## src/rtl/core/mte_pkg.sv

```systemverilog
`default_nettype none

package mte_pkg;

    localparam int SLOT_BITS = 4;
    localparam int TASK_BITS = 8;
    localparam int KEY_FIELD_BITS = 32;
    localparam int Q_DEPTH = 2;

    localparam logic [2:0] MODE_DECLARE = 3'd0;
    localparam logic [2:0] MODE_LOCK    = 3'd1;
    localparam logic [2:0] MODE_UNLOCK  = 3'd2;
    localparam logic [2:0] MODE_QKEY    = 3'd3;
    localparam logic [2:0] MODE_QSLOT   = 3'd4;
    localparam logic [2:0] MODE_REMOVE  = 3'd5;

    localparam logic [1:0] CALLER_TASK = 2'd0;
    localparam logic [1:0] CALLER_MAIN = 2'd1;

    typedef enum logic [2:0] {
        OP_DECLARE,
        OP_LOCK,
        OP_UNLOCK,
        OP_QKEY,
        OP_QSLOT,
        OP_REMOVE,
        OP_BAD
    } op_t;

    typedef enum logic [3:0] {
        RS_OK,
        RS_NOT_FOUND,
        RS_FULL,
        RS_DUPLICATE,
        RS_BUSY,
        RS_BAD_CALLER,
        RS_NOT_PERMITTED,
        RS_ALREADY_UNLOCKED,
        RS_NOT_OWNER,
        RS_BAD_SLOT
    } status_t;

    typedef enum logic [1:0] {
        LS_UNLOCKED,
        LS_LOCKED,
        LS_DISABLED
    } lock_state_t;

    typedef enum logic [1:0] {
        OWN_NONE,
        OWN_TASK,
        OWN_MAIN
    } owner_t;

    typedef enum logic [1:0] {
        B_IDLE,
        B_KEY_RD,
        B_KEY_CMP
    } back_state_t;

    typedef struct packed {
        op_t                       op;
        logic [KEY_FIELD_BITS-1:0] key;
        logic [SLOT_BITS-1:0]      slot;
        logic [1:0]                kind;
        logic [TASK_BITS-1:0]      task_id;
        logic                      permitted;
    } job_t;

    typedef struct packed {
        lock_state_t          st;
        owner_t               kind;
        logic [TASK_BITS-1:0] owner_task;
    } entry_t;

    localparam entry_t NEW_ENTRY = '{st: LS_UNLOCKED, kind: OWN_NONE, owner_task: '0};

endpackage

`default_nettype wire

```

## src/rtl/core/mte_if.sv

```systemverilog
`default_nettype none

interface mte_req_if;
    logic       valid;
    logic       ready;
    logic [2:0] mode;
    logic [31:0] lock_key;
    logic [3:0] slot_number;
    logic [1:0] caller_kind;
    logic [7:0] caller_task;
    logic       task_permitted;

    modport source (
        output valid, mode, lock_key, slot_number, caller_kind, caller_task,
               task_permitted,
        input  ready
    );
    modport sink (
        input  valid, mode, lock_key, slot_number, caller_kind, caller_task,
               task_permitted,
        output ready
    );
endinterface

interface mte_rsp_if;
    logic       valid;
    logic       ready;
    logic [3:0] status;
    logic       is_locked;
    logic [1:0] entry_state;
    logic [1:0] entry_owner_kind;
    logic [7:0] entry_owner_task;
    logic [3:0] entry_slot;

    modport source (
        output valid, status, is_locked, entry_state, entry_owner_kind,
               entry_owner_task, entry_slot,
        input  ready
    );
    modport sink (
        input  valid, status, is_locked, entry_state, entry_owner_kind,
               entry_owner_task, entry_slot,
        output ready
    );
endinterface

`default_nettype wire

```

## src/rtl/core/mte_front.sv

```systemverilog
`default_nettype none

module mte_front (
    input  wire logic         clk,
    input  wire logic         rst_n,
    mte_req_if.sink           req,
    output mte_pkg::job_t     job,
    output logic              job_valid,
    input  wire logic         job_pop
);
    import mte_pkg::*;

    localparam int PW = (Q_DEPTH > 1) ? $clog2(Q_DEPTH) : 1;
    localparam int CNTW = $clog2(Q_DEPTH + 1);

    job_t            q_mem [Q_DEPTH];
    logic [PW-1:0]   wr_ptr_reg, wr_ptr_next;
    logic [PW-1:0]   rd_ptr_reg, rd_ptr_next;
    logic [CNTW-1:0] count_reg, count_next;
    job_t            in_job;
    logic            push;
    logic            pop;

    always_comb
    begin
        in_job.key       = req.lock_key;
        in_job.slot      = req.slot_number;
        in_job.kind      = req.caller_kind;
        in_job.task_id   = req.caller_task;
        in_job.permitted = req.task_permitted;
        case (req.mode)
            MODE_DECLARE: in_job.op = OP_DECLARE;
            MODE_LOCK:    in_job.op = OP_LOCK;
            MODE_UNLOCK:  in_job.op = OP_UNLOCK;
            MODE_QKEY:    in_job.op = OP_QKEY;
            MODE_QSLOT:   in_job.op = OP_QSLOT;
            MODE_REMOVE:  in_job.op = OP_REMOVE;
            default:      in_job.op = OP_BAD;
        endcase
    end

    assign req.ready = (count_reg != CNTW'(Q_DEPTH));
    assign push      = req.valid && req.ready;
    assign job_valid = (count_reg != '0);
    assign pop       = job_pop && job_valid;
    assign job       = q_mem[rd_ptr_reg];

    always_comb
    begin
        wr_ptr_next = wr_ptr_reg;
        rd_ptr_next = rd_ptr_reg;
        count_next  = count_reg;
        if (push)
        begin
            wr_ptr_next = (wr_ptr_reg == PW'(Q_DEPTH - 1)) ? '0 : wr_ptr_reg + PW'(1);
        end
        if (pop)
        begin
            rd_ptr_next = (rd_ptr_reg == PW'(Q_DEPTH - 1)) ? '0 : rd_ptr_reg + PW'(1);
        end
        if (push && !pop)
        begin
            count_next = count_reg + CNTW'(1);
        end
        else if (pop && !push)
        begin
            count_next = count_reg - CNTW'(1);
        end
    end

    always_ff @(posedge clk)
    begin
        if (push)
        begin
            q_mem[wr_ptr_reg] <= in_job;
        end
    end

    always_ff @(posedge clk or negedge rst_n)
    begin
        if (!rst_n)
        begin
            wr_ptr_reg <= '0;
            rd_ptr_reg <= '0;
            count_reg  <= '0;
        end
        else
        begin
            wr_ptr_reg <= wr_ptr_next;
            rd_ptr_reg <= rd_ptr_next;
            count_reg  <= count_next;
        end
    end

endmodule

`default_nettype wire

```

## src/rtl/core/mte_back.sv

```systemverilog
`default_nettype none

module mte_back #(
    parameter int ENTRIES      = 16,
    parameter int KEY_BITS     = 32,
    parameter int TASK_ID_BITS = 8
) (
    input  wire logic         clk,
    input  wire logic         rst_n,
    input  wire mte_pkg::job_t job,
    input  wire logic         job_valid,
    output logic              job_pop,
    mte_rsp_if.source         rsp
);
    import mte_pkg::*;

    localparam int KB = (KEY_BITS < KEY_FIELD_BITS) ? KEY_BITS : KEY_FIELD_BITS;
    localparam int TB = (TASK_ID_BITS < TASK_BITS) ? TASK_ID_BITS : TASK_BITS;
    localparam int SW = (ENTRIES > 1) ? $clog2(ENTRIES) : 1;
    localparam int UW = $clog2(ENTRIES + 1);
    localparam int CW = (UW > SLOT_BITS) ? UW : SLOT_BITS;

    logic [KB-1:0] key_mem [ENTRIES];
    entry_t        ent_mem [ENTRIES];
    logic [KB-1:0] key_q;
    entry_t        ent_q;

    back_state_t   state_reg, state_next;
    job_t          job_reg, job_next;
    logic [SW-1:0] idx_reg, idx_next;
    logic [UW-1:0] used_reg, used_next;

    logic          key_we;
    logic [KB-1:0] key_wdata;
    logic          ent_we;
    logic [SW-1:0] wr_idx;
    entry_t        ent_wdata;

    logic          start;
    logic          launch;
    logic          full;
    logic          bad_slot;
    logic          found;
    logic          last;

    entry_t        ex_ent;
    status_t       ex_status;
    logic          ex_we;
    logic [TASK_BITS-1:0] ex_task;

    logic          res_load;
    status_t       res_status;
    logic          res_hit;
    entry_t        res_ent;
    logic [SW-1:0] res_slot;

    logic          rsp_valid_reg;
    status_t       rsp_status_reg;
    entry_t        rsp_ent_reg;
    logic [SLOT_BITS-1:0] rsp_slot_reg;

    always_ff @(posedge clk)
    begin
        if (key_we)
        begin
            key_mem[wr_idx] <= key_wdata;
        end
        key_q <= key_mem[idx_reg];
    end

    always_ff @(posedge clk)
    begin
        if (ent_we)
        begin
            ent_mem[wr_idx] <= ent_wdata;
        end
        ent_q <= ent_mem[idx_reg];
    end

    always_comb
    begin
        start    = (state_reg == B_IDLE) && job_valid && (!rsp_valid_reg || rsp.ready);
        full     = (used_reg == UW'(ENTRIES));
        bad_slot = (CW'(job.slot) >= CW'(used_reg));
        case (job.op)
            OP_DECLARE: launch = !full && (used_reg != '0);
            OP_QSLOT:   launch = !bad_slot;
            OP_BAD:     launch = 1'b0;
            default:    launch = (used_reg != '0);
        endcase
        found = (job_reg.op == OP_QSLOT) || (key_q == job_reg.key[KB-1:0]);
        last  = ((UW'(idx_reg) + UW'(1)) == used_reg);
    end

    always_comb
    begin
        ex_task   = TASK_BITS'(job_reg.task_id[TB-1:0]);
        ex_ent    = ent_q;
        ex_status = RS_OK;
        ex_we     = 1'b0;
        case (job_reg.op)
            OP_DECLARE:
            begin
                ex_status = RS_DUPLICATE;
            end
            OP_LOCK:
            begin
                if (ent_q.st == LS_LOCKED)
                begin
                    ex_status = RS_BUSY;
                end
                else if (job_reg.kind == CALLER_TASK)
                begin
                    if (!job_reg.permitted)
                    begin
                        ex_status = RS_NOT_PERMITTED;
                    end
                    else
                    begin
                        ex_ent.st         = LS_LOCKED;
                        ex_ent.kind       = OWN_TASK;
                        ex_ent.owner_task = ex_task;
                        ex_we             = 1'b1;
                    end
                end
                else if (job_reg.kind == CALLER_MAIN)
                begin
                    ex_ent.st         = LS_LOCKED;
                    ex_ent.kind       = OWN_MAIN;
                    ex_ent.owner_task = '0;
                    ex_we             = 1'b1;
                end
                else
                begin
                    ex_status = RS_BAD_CALLER;
                end
            end
            OP_UNLOCK:
            begin
                if (ent_q.st == LS_UNLOCKED)
                begin
                    ex_status = RS_ALREADY_UNLOCKED;
                end
                else if (job_reg.kind == CALLER_TASK)
                begin
                    if (ent_q.kind != OWN_TASK || ent_q.owner_task != ex_task)
                    begin
                        ex_status = RS_NOT_OWNER;
                    end
                    else
                    begin
                        ex_ent.st = LS_UNLOCKED;
                        ex_we     = 1'b1;
                    end
                end
                else if (job_reg.kind == CALLER_MAIN)
                begin
                    if (ent_q.kind != OWN_MAIN || ent_q.owner_task != '0)
                    begin
                        ex_status = RS_NOT_OWNER;
                    end
                    else
                    begin
                        ex_ent.st = LS_UNLOCKED;
                        ex_we     = 1'b1;
                    end
                end
                else
                begin
                    ex_status = RS_BAD_CALLER;
                end
            end
            OP_REMOVE:
            begin
                if (ent_q.st == LS_LOCKED)
                begin
                    ex_status = RS_BUSY;
                end
                else
                begin
                    ex_ent.st = LS_DISABLED;
                    ex_we     = 1'b1;
                end
            end
            default:
            begin
                ex_status = RS_OK;
            end
        endcase
    end

    always_comb
    begin
        state_next = state_reg;
        case (state_reg)
            B_IDLE:
            begin
                if (start && launch)
                begin
                    state_next = B_KEY_RD;
                end
            end
            B_KEY_RD:
            begin
                state_next = B_KEY_CMP;
            end
            B_KEY_CMP:
            begin
                state_next = (!found && !last) ? B_KEY_RD : B_IDLE;
            end
            default:
            begin
                state_next = B_IDLE;
            end
        endcase
    end

    always_comb
    begin
        job_pop    = 1'b0;
        job_next   = job_reg;
        idx_next   = idx_reg;
        used_next  = used_reg;
        key_we     = 1'b0;
        key_wdata  = job_reg.key[KB-1:0];
        ent_we     = 1'b0;
        wr_idx     = idx_reg;
        ent_wdata  = ex_ent;
        res_load   = 1'b0;
        res_status = RS_OK;
        res_hit    = 1'b0;
        res_ent    = ent_q;
        res_slot   = idx_reg;
        case (state_reg)
            B_IDLE:
            begin
                if (start)
                begin
                    job_pop  = 1'b1;
                    job_next = job;
                    idx_next = '0;
                    case (job.op)
                        OP_DECLARE:
                        begin
                            if (full)
                            begin
                                res_load   = 1'b1;
                                res_status = RS_FULL;
                            end
                            else if (used_reg == '0)
                            begin
                                key_we     = 1'b1;
                                key_wdata  = job.key[KB-1:0];
                                ent_we     = 1'b1;
                                wr_idx     = SW'(used_reg);
                                ent_wdata  = NEW_ENTRY;
                                used_next  = used_reg + UW'(1);
                                res_load   = 1'b1;
                                res_hit    = 1'b1;
                                res_ent    = NEW_ENTRY;
                                res_slot   = SW'(used_reg);
                            end
                        end
                        OP_QSLOT:
                        begin
                            if (bad_slot)
                            begin
                                res_load   = 1'b1;
                                res_status = RS_BAD_SLOT;
                            end
                            else
                            begin
                                idx_next = SW'(job.slot);
                            end
                        end
                        OP_BAD:
                        begin
                            res_load   = 1'b1;
                            res_status = RS_NOT_FOUND;
                        end
                        default:
                        begin
                            if (used_reg == '0)
                            begin
                                res_load   = 1'b1;
                                res_status = RS_NOT_FOUND;
                            end
                        end
                    endcase
                end
            end
            B_KEY_CMP:
            begin
                if (found)
                begin
                    ent_we     = ex_we;
                    wr_idx     = idx_reg;
                    ent_wdata  = ex_ent;
                    res_load   = 1'b1;
                    res_status = ex_status;
                    res_hit    = 1'b1;
                    res_ent    = ex_ent;
                    res_slot   = idx_reg;
                end
                else if (last)
                begin
                    res_load = 1'b1;
                    if (job_reg.op == OP_DECLARE)
                    begin
                        key_we    = 1'b1;
                        key_wdata = job_reg.key[KB-1:0];
                        ent_we    = 1'b1;
                        wr_idx    = SW'(used_reg);
                        ent_wdata = NEW_ENTRY;
                        used_next = used_reg + UW'(1);
                        res_hit   = 1'b1;
                        res_ent   = NEW_ENTRY;
                        res_slot  = SW'(used_reg);
                    end
                    else
                    begin
                        res_status = RS_NOT_FOUND;
                    end
                end
                else
                begin
                    idx_next = idx_reg + SW'(1);
                end
            end
            default:
            begin
                job_next = job_reg;
            end
        endcase
    end

    always_ff @(posedge clk)
    begin
        job_reg <= job_next;
        if (res_load)
        begin
            rsp_status_reg <= res_status;
            rsp_ent_reg    <= res_hit ? res_ent : '0;
            rsp_slot_reg   <= res_hit ? SLOT_BITS'(res_slot) : '0;
        end
    end

    always_ff @(posedge clk or negedge rst_n)
    begin
        if (!rst_n)
        begin
            state_reg     <= B_IDLE;
            idx_reg       <= '0;
            used_reg      <= '0;
            rsp_valid_reg <= 1'b0;
        end
        else
        begin
            state_reg <= state_next;
            idx_reg   <= idx_next;
            used_reg  <= used_next;
            if (res_load)
            begin
                rsp_valid_reg <= 1'b1;
            end
            else if (rsp.ready)
            begin
                rsp_valid_reg <= 1'b0;
            end
        end
    end

    assign rsp.valid            = rsp_valid_reg;
    assign rsp.status           = rsp_status_reg;
    assign rsp.is_locked        = (rsp_ent_reg.st == LS_LOCKED);
    assign rsp.entry_state      = rsp_ent_reg.st;
    assign rsp.entry_owner_kind = rsp_ent_reg.kind;
    assign rsp.entry_owner_task = rsp_ent_reg.owner_task;
    assign rsp.entry_slot       = rsp_slot_reg;

endmodule

`default_nettype wire

```

## src/rtl/core/mutex_table_engine_top.sv

```systemverilog
// Mutex table engine. Requests arrive on the req channel and each one yields
// exactly one transaction on the rsp channel, in request order. Both channels
// use valid/ready; a transaction completes on a clock edge with both high.
// A request enters a two-deep queue and is decoded there; the engine behind
// the queue then serves one request at a time from its key and entry tables.
// A request needs no table search when it is a declare into a full table, a
// query by slot out of range, an unused mode, or any request on an empty
// table; a query by slot in range reads only that entry. Otherwise the key
// search reads the used entries in order, one at a time through a registered
// memory port, and stops at the first key match or after the last used entry.
// The next request starts once the previous response has been taken or is
// taken in that cycle, and the queue keeps accepting requests meanwhile.
// When the receiver stalls, the response holds and the queue fills, after
// which req.ready falls.
// Reset empties the table and the queue; table contents are not cleared, and
// only entries written by a declare are ever read.
`default_nettype none

module mutex_table_engine_top #(
    parameter int ENTRIES      = 16,
    parameter int KEY_BITS     = 32,
    parameter int TASK_ID_BITS = 8
) (
    input  wire logic clk,
    input  wire logic rst_n,
    mte_req_if.sink   req,
    mte_rsp_if.source rsp
);
    import mte_pkg::*;

    job_t job;
    logic job_valid;
    logic job_pop;

    mte_front u_front (
        .clk       (clk),
        .rst_n     (rst_n),
        .req       (req),
        .job       (job),
        .job_valid (job_valid),
        .job_pop   (job_pop)
    );

    mte_back #(
        .ENTRIES      (ENTRIES),
        .KEY_BITS     (KEY_BITS),
        .TASK_ID_BITS (TASK_ID_BITS)
    ) u_back (
        .clk       (clk),
        .rst_n     (rst_n),
        .job       (job),
        .job_valid (job_valid),
        .job_pop   (job_pop),
        .rsp       (rsp)
    );

endmodule

`default_nettype wire
```

## src/flat_wrapper.sv

```systemverilog
// flat-port wrapper written by rule: the top's interface ports become plain ports
module mutex_table_engine_top_flat import mte_pkg::*;
#(
    parameter int ENTRIES      = 16,
    parameter int KEY_BITS     = 32,
    parameter int TASK_ID_BITS = 8
)
  (clk, rst_n, req_valid, req_mode, req_lock_key, req_slot_number, req_caller_kind, req_caller_task, req_task_permitted, req_ready, rsp_valid, rsp_status, rsp_is_locked, rsp_entry_state, rsp_entry_owner_kind, rsp_entry_owner_task, rsp_entry_slot, rsp_ready);
  mte_req_if req_i ();
  mte_rsp_if rsp_i ();
  input  wire logic clk;
  input  wire logic rst_n;
  input wire logic [$bits(req_i.valid)-1:0] req_valid;
  input wire logic [$bits(req_i.mode)-1:0] req_mode;
  input wire logic [$bits(req_i.lock_key)-1:0] req_lock_key;
  input wire logic [$bits(req_i.slot_number)-1:0] req_slot_number;
  input wire logic [$bits(req_i.caller_kind)-1:0] req_caller_kind;
  input wire logic [$bits(req_i.caller_task)-1:0] req_caller_task;
  input wire logic [$bits(req_i.task_permitted)-1:0] req_task_permitted;
  output wire logic [$bits(req_i.ready)-1:0] req_ready;
  output wire logic [$bits(rsp_i.valid)-1:0] rsp_valid;
  output wire logic [$bits(rsp_i.status)-1:0] rsp_status;
  output wire logic [$bits(rsp_i.is_locked)-1:0] rsp_is_locked;
  output wire logic [$bits(rsp_i.entry_state)-1:0] rsp_entry_state;
  output wire logic [$bits(rsp_i.entry_owner_kind)-1:0] rsp_entry_owner_kind;
  output wire logic [$bits(rsp_i.entry_owner_task)-1:0] rsp_entry_owner_task;
  output wire logic [$bits(rsp_i.entry_slot)-1:0] rsp_entry_slot;
  input wire logic [$bits(rsp_i.ready)-1:0] rsp_ready;
  assign req_i.valid = req_valid;
  assign req_i.mode = req_mode;
  assign req_i.lock_key = req_lock_key;
  assign req_i.slot_number = req_slot_number;
  assign req_i.caller_kind = req_caller_kind;
  assign req_i.caller_task = req_caller_task;
  assign req_i.task_permitted = req_task_permitted;
  assign req_ready = req_i.ready;
  assign rsp_valid = rsp_i.valid;
  assign rsp_status = rsp_i.status;
  assign rsp_is_locked = rsp_i.is_locked;
  assign rsp_entry_state = rsp_i.entry_state;
  assign rsp_entry_owner_kind = rsp_i.entry_owner_kind;
  assign rsp_entry_owner_task = rsp_i.entry_owner_task;
  assign rsp_entry_slot = rsp_i.entry_slot;
  assign rsp_i.ready = rsp_ready;
  mutex_table_engine_top #(.ENTRIES(ENTRIES), .KEY_BITS(KEY_BITS), .TASK_ID_BITS(TASK_ID_BITS)) u_core (.clk(clk), .rst_n(rst_n), .req(req_i), .rsp(rsp_i));
endmodule
```

## config.mk

```make
export PLATFORM = sky130hd
export DESIGN_NAME = mutex_table_engine_top_flat
export DESIGN_NICKNAME = d
export VERILOG_FILES = /design/src/rtl/core/mte_pkg.sv /design/src/rtl/core/mte_if.sv /design/src/rtl/core/mte_front.sv /design/src/rtl/core/mte_back.sv /design/src/rtl/core/mutex_table_engine_top.sv /design/src/flat_wrapper.sv
export SDC_FILE = /design/constraint.sdc
export NUM_CORES = 1
export LEC_CHECK = 0
export BUFFER_PORTS_ARGS = -buffer_cell sky130_fd_sc_hd__buf_2
export CAP_MARGIN = 10
export CORE_MARGIN = 4
export CORE_UTILIZATION = 40
export CTS_CLUSTER_SIZE = 10
export DETAILED_ROUTE_END_ITERATION = 6
export GPL_TIMING_DRIVEN = 0
export MAX_ROUTING_LAYER = met4
export PLACE_DENSITY = 0.65
export RECOVER_POWER = 25
export SETUP_SLACK_MARGIN = 0.1
export SLEW_MARGIN = 30
export SYNTH_ARGS = -nofsm -noshare
export SYNTH_HDL_FRONTEND = slang
export SYNTH_SLANG_ARGS = --single-unit
```

## constraint.sdc

```tcl
create_clock -name clk -period 10.3 [get_ports clk]
set_input_delay 1.03 -clock clk [delete_from_list [all_inputs] [get_ports clk]]
set_output_delay 1.03 -clock clk [all_outputs]
set_load 0.01 [all_outputs]
```

# Word-level counts from Yosys, hierarchy flattened
# Memories as Yosys holds them, arrays and structs flattened. A register that Yosys moved wholly into a read port is not among the register bits.
# Cells that the tools add are included.
# W data, S select, Z words.
# totals
ramBits	804
mem_count	3
input_bits	54
register_bits	82
wordCells	220
output_inout_bits	23
# mem_list
memory	depth	width	read_ports	rd_ports_with_merged_regs	write_ports	line_no	text
u_core.u_back.key_mem	16	32	1	1	1	mte_back.sv:23	logic [KB-1:0] key_mem [ENTRIES];
u_core.u_back.ent_mem	16	12	1	1	1	mte_back.sv:24	entry_t ent_mem [ENTRIES];
u_core.u_front.q_mem	2	50	1	0	1	mte_front.sv:16	job_t q_mem [Q_DEPTH];
# classes
magnitude_cmp	1
n_mux	124
eq_ne	32
add_sub_neg	7
reduce_logical	36
# op_table
cell	count
$mux W12	18
$mux W32	5
$mux W4	22
$pmux W12 S2	2
$mux W1	40
$mux W5	7
$eq A32 B32 Y1	1
$pmux W4 S2	3
$mux W2	10
$eq A3 B3 Y1 const B	6
$pmux W3 S6	1
$ne A2 B2 Y1 const B	8
$pmux W4 S4	1
$pmux W2 S3	2
$pmux W4 S3	1
$mux W10	1
$pmux W5 S2	1
$eq A3 B2 Y1 const B	3
$logic_and A1 B1 Y1	9
$logic_not A3 Y1	3
$mux W3	3
$pmux W1 S3	3
$eq A2 B1 Y1 const B	4
$ne A2 B1 Y1 const B	4
other kinds (23)	42

# Longest topological paths before layout
# depth
ltp_word	12
mapped_depth	11
ltp_nobuf	9

# Hierarchy
# Synthesis repeated with hierarchy kept, for this count alone.
# unflattened
hier_cells	1635
hier_area_um2	35970.7
# modules_own_cells
module	cells_each	instances	area_per_inst_um2	seq_area_each_um2
mte_back	1458	1	31900.6	24303.3
mte_front	177	1	4070.2	3103.0

# Least setup slack after synthesis
# Ideal clock, no wire load.
# synth_path
path_kind	input to register
start	input rsp_ready
end	memory u_core.u_back.key_mem[3][0] (netlist name) (enable)
stages	9
n_path_buf	2
setup_slack_ns	0.311
setup_ns	0.461
t_arrival_ns	9.528
t_required_ns	9.839
path_cell_list	nor2b_1 -> nor4_1 -> inv_2 -> nor4_2 -> nor2_2 -> buf_6 -> a22o_4 -> buf_6 -> nor3_1
# synth_between
elab_chain_len	6
word_cells_on_any_way	8
cone_classes	mux (6); reduce/logical (2)
# synth_lines
item	line_no	text
start, declared	flat_wrapper.sv:28	input wire logic [$bits(rsp_i.ready)-1:0] rsp_ready;
$logic_or A1 B1 Y1 (*)	mte_back.sv:82	start = (state_reg == B_IDLE) && job_valid && (!rsp_valid_reg || rsp.ready);
$logic_and A1 B1 Y1 (*)	mte_back.sv:82	
$mux W1	mte_back.sv:237	if (start)
$pmux W1 S2	mte_back.sv:234	case (state_reg)
$mux W1	mte_back.sv:64	if (key_we)
$mux W1 (not written as such)	mte_back.sv:66	key_mem[wr_idx] <= key_wdata;
end, declared	mte_back.sv:23	
# Mark *: on every way between the ends. The rest lies on a longest branch, timed or not.

# Worst setup path after layout
# layout_path
start	register u_core.u_back.state_reg[1]
end	memory u_core.u_back.key_mem[8][15] (netlist name) (enable)
# layout_between
elab_chain_len	7
word_cells_on_any_way	10
cone_classes	eq/ne (1); mux (6); reduce/logical (3)
# layout_lines
item	line_no	text
start, declared	mte_back.sv:28	back_state_t state_reg, state_next;
start signal, assigned	mte_back.sv:359	state_reg <= state_next;
$logic_not A2 Y1	mte_back.sv:82, mte_back.sv:234	
$logic_and A1 B1 Y1 (2 in series)	mte_back.sv:82	
$mux W1	mte_back.sv:237	
$pmux W1 S2	mte_back.sv:234	
$mux W1	mte_back.sv:64	
$mux W1 (not written as such)	mte_back.sv:66	
# Parallel ways exist; a longest one is shown, timed or not.

==> out/summary.txt <==
SETUP PATH
--------------------------------------------------------------------------------------
Endpoint of the most critical register-to-register path ................. u_core.u_back.key_mem[8][15]$_DFFE_PP_
Required time at the worst-slack endpoint ...............................    10,710 ps
Worst path max stage delay ..............................................      1130 ps
R2r startpoint .......................................................... u_core.u_back.state_reg[1]$_DFFE_PN0P_
Critical Path Slowest Stage Cell ........................................ sky130_fd_sc_hd__nor4_1
CP startpoint kind ......................................................    flip-flop
Maximum fanout along the worst path .....................................           10
Type of the worst setup path ............................................ flip-flop to flip-flop
Crit. End Element .......................................................    flip-flop
Worst path most repeated cell ........................................... sky130_fd_sc_hd__buf_4
Setup slack, reg-to-reg .................................................      4620 ps
Reg2reg path depth ......................................................           10
Critical-path cell list ................................................. nor4_1 > clkinv_1 > nor4_1 > nor2_2 > buf_6 > a22oi_1 > nor3_2 > buf_4 > buf_4 > buf_4
Critical Path AT ........................................................      6090 ps

CLOCKING
--------------------------------------------------------------------------------------
Max H-tree Level ........................................................            3
Number of buffers inserted during clock tree synthesis ..................          103
Worst-skew pair later-pin latency .......................................       670 ps
Maximum buffer depth of the clock tree ..................................            3
Clock sinks .............................................................          930
Clock transition at path regs ...........................................        60 ps
Total setup buffers inserted after CTS ..................................            0
Buffer cell driving the clock tree root ................................. sky130_fd_sc_hd__clkbuf_16
Post-cts resize count ...................................................            0
Number of hold-repair buffers added at the cts stage ....................            0
TritonCTS clock tree ....................................................          yes

STA
--------------------------------------------------------------------------------------
Clock skew ..............................................................      40.4 ps
# setup viols final .....................................................            0
Worst Max-Slew Pin Slew .................................................      2240 ps
Fin crit share ..........................................................        0.552
Slew Limit Fails ........................................................           49
Worst slew slack as a fraction of its limit .............................       -0.496
Worst hold slack ........................................................       485 ps
Endpoints failing hold ..................................................            0
RSZ-0062 raised after global routing ....................................        false
Setup slack of the critical path after layout ...........................      4620 ps
Fin crit period .........................................................      5680 ps
Achievable clock frequency ..............................................      176 MHz

LOGIC SYNTHESIS
--------------------------------------------------------------------------------------
Share of async-settable or async-resettable flops after synthesis .......       0.0172
Seq/Total Area, Yosys ...................................................        0.757
EDFF count, synth .......................................................          870
Number of distinct standard cells referenced by the synthesized netlist .           69
Synth Register Bits .....................................................          930
Net count of the mapped netlist .........................................        2,093
Number of warning messages in the yosys log .............................            0
Netlist Area Pre-Place .................................................. 0.0362 sq mm
Avg Cell Area, Syn ......................................................   17.8 sq um
Syn Inst Count ..........................................................        2,031
Most frequently used flop master after synthesis ........................ sky130_fd_sc_hd__edfxtp_1

PLACEMENT
--------------------------------------------------------------------------------------
Weighted congestion at the end of routability-driven global placement ...        0.878
Total of buffers placed on input and output ports .......................           76
Setup slack at placement ................................................      5280 ps
Cell Area, Placed ....................................................... 0.0392 sq mm
Cells after DPL .........................................................        3,379
Detailed placement HPWL .................................................    62,100 um

ROUTING
--------------------------------------------------------------------------------------
Drt first pass iters ....................................................            5
Vias per std cell .......................................................         5.56
Met1 Routed Length ......................................................    36,300 um
Detailed Route WL .......................................................    88,300 um
Number of nets with antenna violations after detailed routing ...........            0
Routed wl met2 ..........................................................    43,400 um
Per-cell routed wire length .............................................      24.8 um
Detail Route met3 WL ....................................................      6130 um
Total vias in the final route ...........................................       19,800
# DRC ...................................................................            0
Highest routed metal layer ..............................................         met4
Number of DRC markers in iteration 0 ....................................        2,150

LAYOUT
--------------------------------------------------------------------------------------
Biggest regs ............................................................ u_core.u_back.key_mem x512, u_core.u_back.ent_mem x192, u_core.u_front.q_mem x100
ANT cells ...............................................................            0
Max FFs per register ....................................................          512
Post-layout util ........................................................        0.469
Final layout net count ..................................................        2,370
Fraction of layout cells with a size suffix above 1 .....................        0.182
Area growth syn-to-layout ...............................................        16.4%
Top reg by flops ........................................................ u_core.u_back.key_mem
Final std cells w/o fill ................................................        3,565
Final cell area excluding filler cells .................................. 0.0421 sq mm

GRT
--------------------------------------------------------------------------------------
Largest net degree at the start of global routing .......................           40
Antenna violations before repair ........................................            0
Number of global-route vias before repair ...............................       20,000
Final global-route overflow total .......................................            0
Global-route wire length before repair ..................................   130,000 um
Global routing usage summed across all routing layers ...................        0.190

POWER
--------------------------------------------------------------------------------------
Power Dens Cells ........................................................  275 mW/mm^2
Leakage power total .....................................................      13.5 nW
Max VDD drop ............................................................       167 uV

FLOORPLAN
--------------------------------------------------------------------------------------
Vert. Die Dim ...........................................................       309 um
Placeable Area .......................................................... 0.0899 sq mm
Die area ................................................................ 0.0953 sq mm
Site Rows ...............................................................          110
Effective utilization at floorplan ......................................        0.403
Count of pins on the block boundary .....................................           77
Die width ...............................................................       309 um

JOB
--------------------------------------------------------------------------------------
Max-capacitance violation count .........................................            2

OUTCOME
--------------------------------------------------------------------------------------
Status .................................................................. complete, but fails checks
Violated checks ......................................................... capacitance limit, slew limit

MIN PATH
--------------------------------------------------------------------------------------
Hold WC Path Type ....................................................... input pin to async pin

==> worst max path at each step <==
stage	startpoint	endpoint	slack, ps	cells past startpoint
final	u_core.u_back.state_reg[1]$_DFFE_PN0P_	u_core.u_back.key_mem[8][15]$_DFFE_PP_	4620	10
after global routing	u_core.u_back.state_reg[1]$_DFFE_PN0P_	u_core.u_back.ent_mem[3][4]$_DFFE_PP_	4270	7
after CTS	u_core.u_back.job_reg[21]$_DFFE_PP_	u_core.u_back.key_mem[8][15]$_DFFE_PP_	5580	11
after detailed placement	rsp_ready	u_core.u_back.ent_mem[3][4]$_DFFE_PP_	5280	9
after global placement	rsp_ready	u_core.u_back.key_mem[3][18]$_DFFE_PP_	-6950	10
after floorplan	rsp_ready	u_core.u_back.key_mem[3][0]$_DFFE_PP_	310	9
==> critical path, delay by kind of cell, from the launching register on <==
kind | cells | cell delay, ps
AND/OR/NAND/NOR | 4 | 2580
buffers and inverters | 5 | 1390
AO/OA/AOI/OAI | 1 | 970
flip-flops | 1 | 470
==> logic make-up after synthesis <==
group,Yosys count,synth area share
fa+ha+maj,8,0.00277
mux,315,0.121
simple gates,306,0.0383
flops,930,0.757
compound gates,300,0.0548
buf+inv,119,0.0131
xor+xnor,53,0.0128
==> placed cells by master (no fill, tap or decap), types with 5 or more instances in the layout <==
cell type and instances:
sky130_fd_sc_hd__nand2b_1 6, sky130_fd_sc_hd__nand2_1 163, sky130_fd_sc_hd__buf_6 14, sky130_fd_sc_hd__buf_2 30
sky130_fd_sc_hd__buf_1 10, sky130_fd_sc_hd__nor2b_1 6, sky130_fd_sc_hd__a221oi_1 45, sky130_fd_sc_hd__xnor2_1 15
sky130_fd_sc_hd__dfrtp_1 16, sky130_fd_sc_hd__nand3_1 5, sky130_fd_sc_hd__clkbuf_16 105, sky130_fd_sc_hd__buf_4 61
sky130_fd_sc_hd__nor3_1 10, sky130_fd_sc_hd__inv_1 16, sky130_fd_sc_hd__nor2_1 38, sky130_fd_sc_hd__dfxtp_1 44
sky130_fd_sc_hd__mux2i_1 134, sky130_fd_sc_hd__mux4_2 88, sky130_fd_sc_hd__clkbuf_1 220, sky130_fd_sc_hd__xor2_1 38
sky130_fd_sc_hd__mux2_2 61, sky130_fd_sc_hd__edfxtp_1 870, sky130_fd_sc_hd__o22ai_1 5, sky130_fd_sc_hd__a22oi_1 56
sky130_fd_sc_hd__mux2_1 32, sky130_fd_sc_hd__nor2_2 15, sky130_fd_sc_hd__buf_16 8, sky130_fd_sc_hd__a21oi_1 55
sky130_fd_sc_hd__ha_1 8, sky130_fd_sc_hd__o21ai_0 102, sky130_fd_sc_hd__nor4_1 14, sky130_fd_sc_hd__nor3_2 18
sky130_fd_sc_hd__nor3_4 6
==> through the flow <==
stage               setup TNS (ps)  total power, mW
floorplan                        0             7.16
global placement          -5216040             8.19
detailed placement               0             8.34
CTS                              0             11.7
global route                     0             12.0
finish                           0             11.6
==> power by group <==
| part | total [mW] | internal [mW] | switching [mW] |
|---|---|---|---|
| Combinational | 2.91 | 0.890 | 2.02 |
| Clock | 3.33 | 1.93 | 1.40 |
| Sequential | 5.31 | 5.10 | 0.208 |
| Total | 11.6 | 7.93 | 3.63 |
==> final cells by class <==
| cell class | count | area [sq um] |
|---|---|---|
| fill | 7539 | 47800 |
| inverter | 17 | 63.8 |
| buffer | 102 | 420 |
| timing repair buffer | 172 | 1210 |
| clock buffer | 181 | 2920 |
| multi-input combinational | 982 | 8500 |
| clock inverter | 5 | 115 |
| sequential | 930 | 27400 |
| tap | 1176 | 1470 |
==> cells in the mapped netlist (2+ instances only) <==
master / instances / share of area
sky130_fd_sc_hd__nor4b_1: 2 / 0.00048
sky130_fd_sc_hd__clkbuf_1: 70 / 0.0073
sky130_fd_sc_hd__buf_6: 3 / 0.00093
sky130_fd_sc_hd__nand2_1: 163 / 0.017
sky130_fd_sc_hd__ha_1: 8 / 0.0028
sky130_fd_sc_hd__nor3_1: 28 / 0.0039
sky130_fd_sc_hd__a21o_1: 3 / 0.00062
sky130_fd_sc_hd__buf_1: 26 / 0.0027
sky130_fd_sc_hd__mux2i_1: 134 / 0.037
sky130_fd_sc_hd__edfxtp_1: 870 / 0.72
sky130_fd_sc_hd__mux4_2: 88 / 0.055
sky130_fd_sc_hd__dfrtp_1: 16 / 0.011
sky130_fd_sc_hd__xor2_1: 38 / 0.0092
sky130_fd_sc_hd__a211oi_1: 4 / 0.00083
sky130_fd_sc_hd__o32ai_1: 3 / 0.00073
sky130_fd_sc_hd__buf_2: 3 / 0.00041
sky130_fd_sc_hd__o211ai_1: 2 / 0.00041
sky130_fd_sc_hd__o22ai_1: 5 / 0.00086
sky130_fd_sc_hd__dfxtp_1: 44 / 0.024
sky130_fd_sc_hd__inv_1: 16 / 0.0017
sky130_fd_sc_hd__o21ai_0: 102 / 0.014
sky130_fd_sc_hd__a21boi_0: 2 / 0.00041
sky130_fd_sc_hd__a31o_2: 2 / 0.00048
sky130_fd_sc_hd__a22oi_1: 55 / 0.011
sky130_fd_sc_hd__and4_1: 2 / 0.00048
sky130_fd_sc_hd__nor4_1: 13 / 0.0022
sky130_fd_sc_hd__a21oi_1: 56 / 0.0077
sky130_fd_sc_hd__nor2b_1: 6 / 0.0010
sky130_fd_sc_hd__a221oi_1: 45 / 0.011
sky130_fd_sc_hd__nand3_1: 5 / 0.00069
sky130_fd_sc_hd__nand4b_1: 2 / 0.00048
sky130_fd_sc_hd__nand4_1: 4 / 0.00069
sky130_fd_sc_hd__mux2_2: 93 / 0.029
sky130_fd_sc_hd__or3_4: 2 / 0.00062
sky130_fd_sc_hd__nor2_1: 56 / 0.0058
sky130_fd_sc_hd__a32oi_1: 3 / 0.00073
sky130_fd_sc_hd__nand2b_1: 6 / 0.0010
sky130_fd_sc_hd__nor3_2: 6 / 0.0017
sky130_fd_sc_hd__xnor2_1: 15 / 0.0036
==> layer usage <==
metal,vias up,track usage
met3,153,0.0325
li1,8656,-
met2,786,0.304
met4,0,0.0595
met1,10200,0.250
met5,-,-
Note: power is estimated with default switching activity, not from simulation.
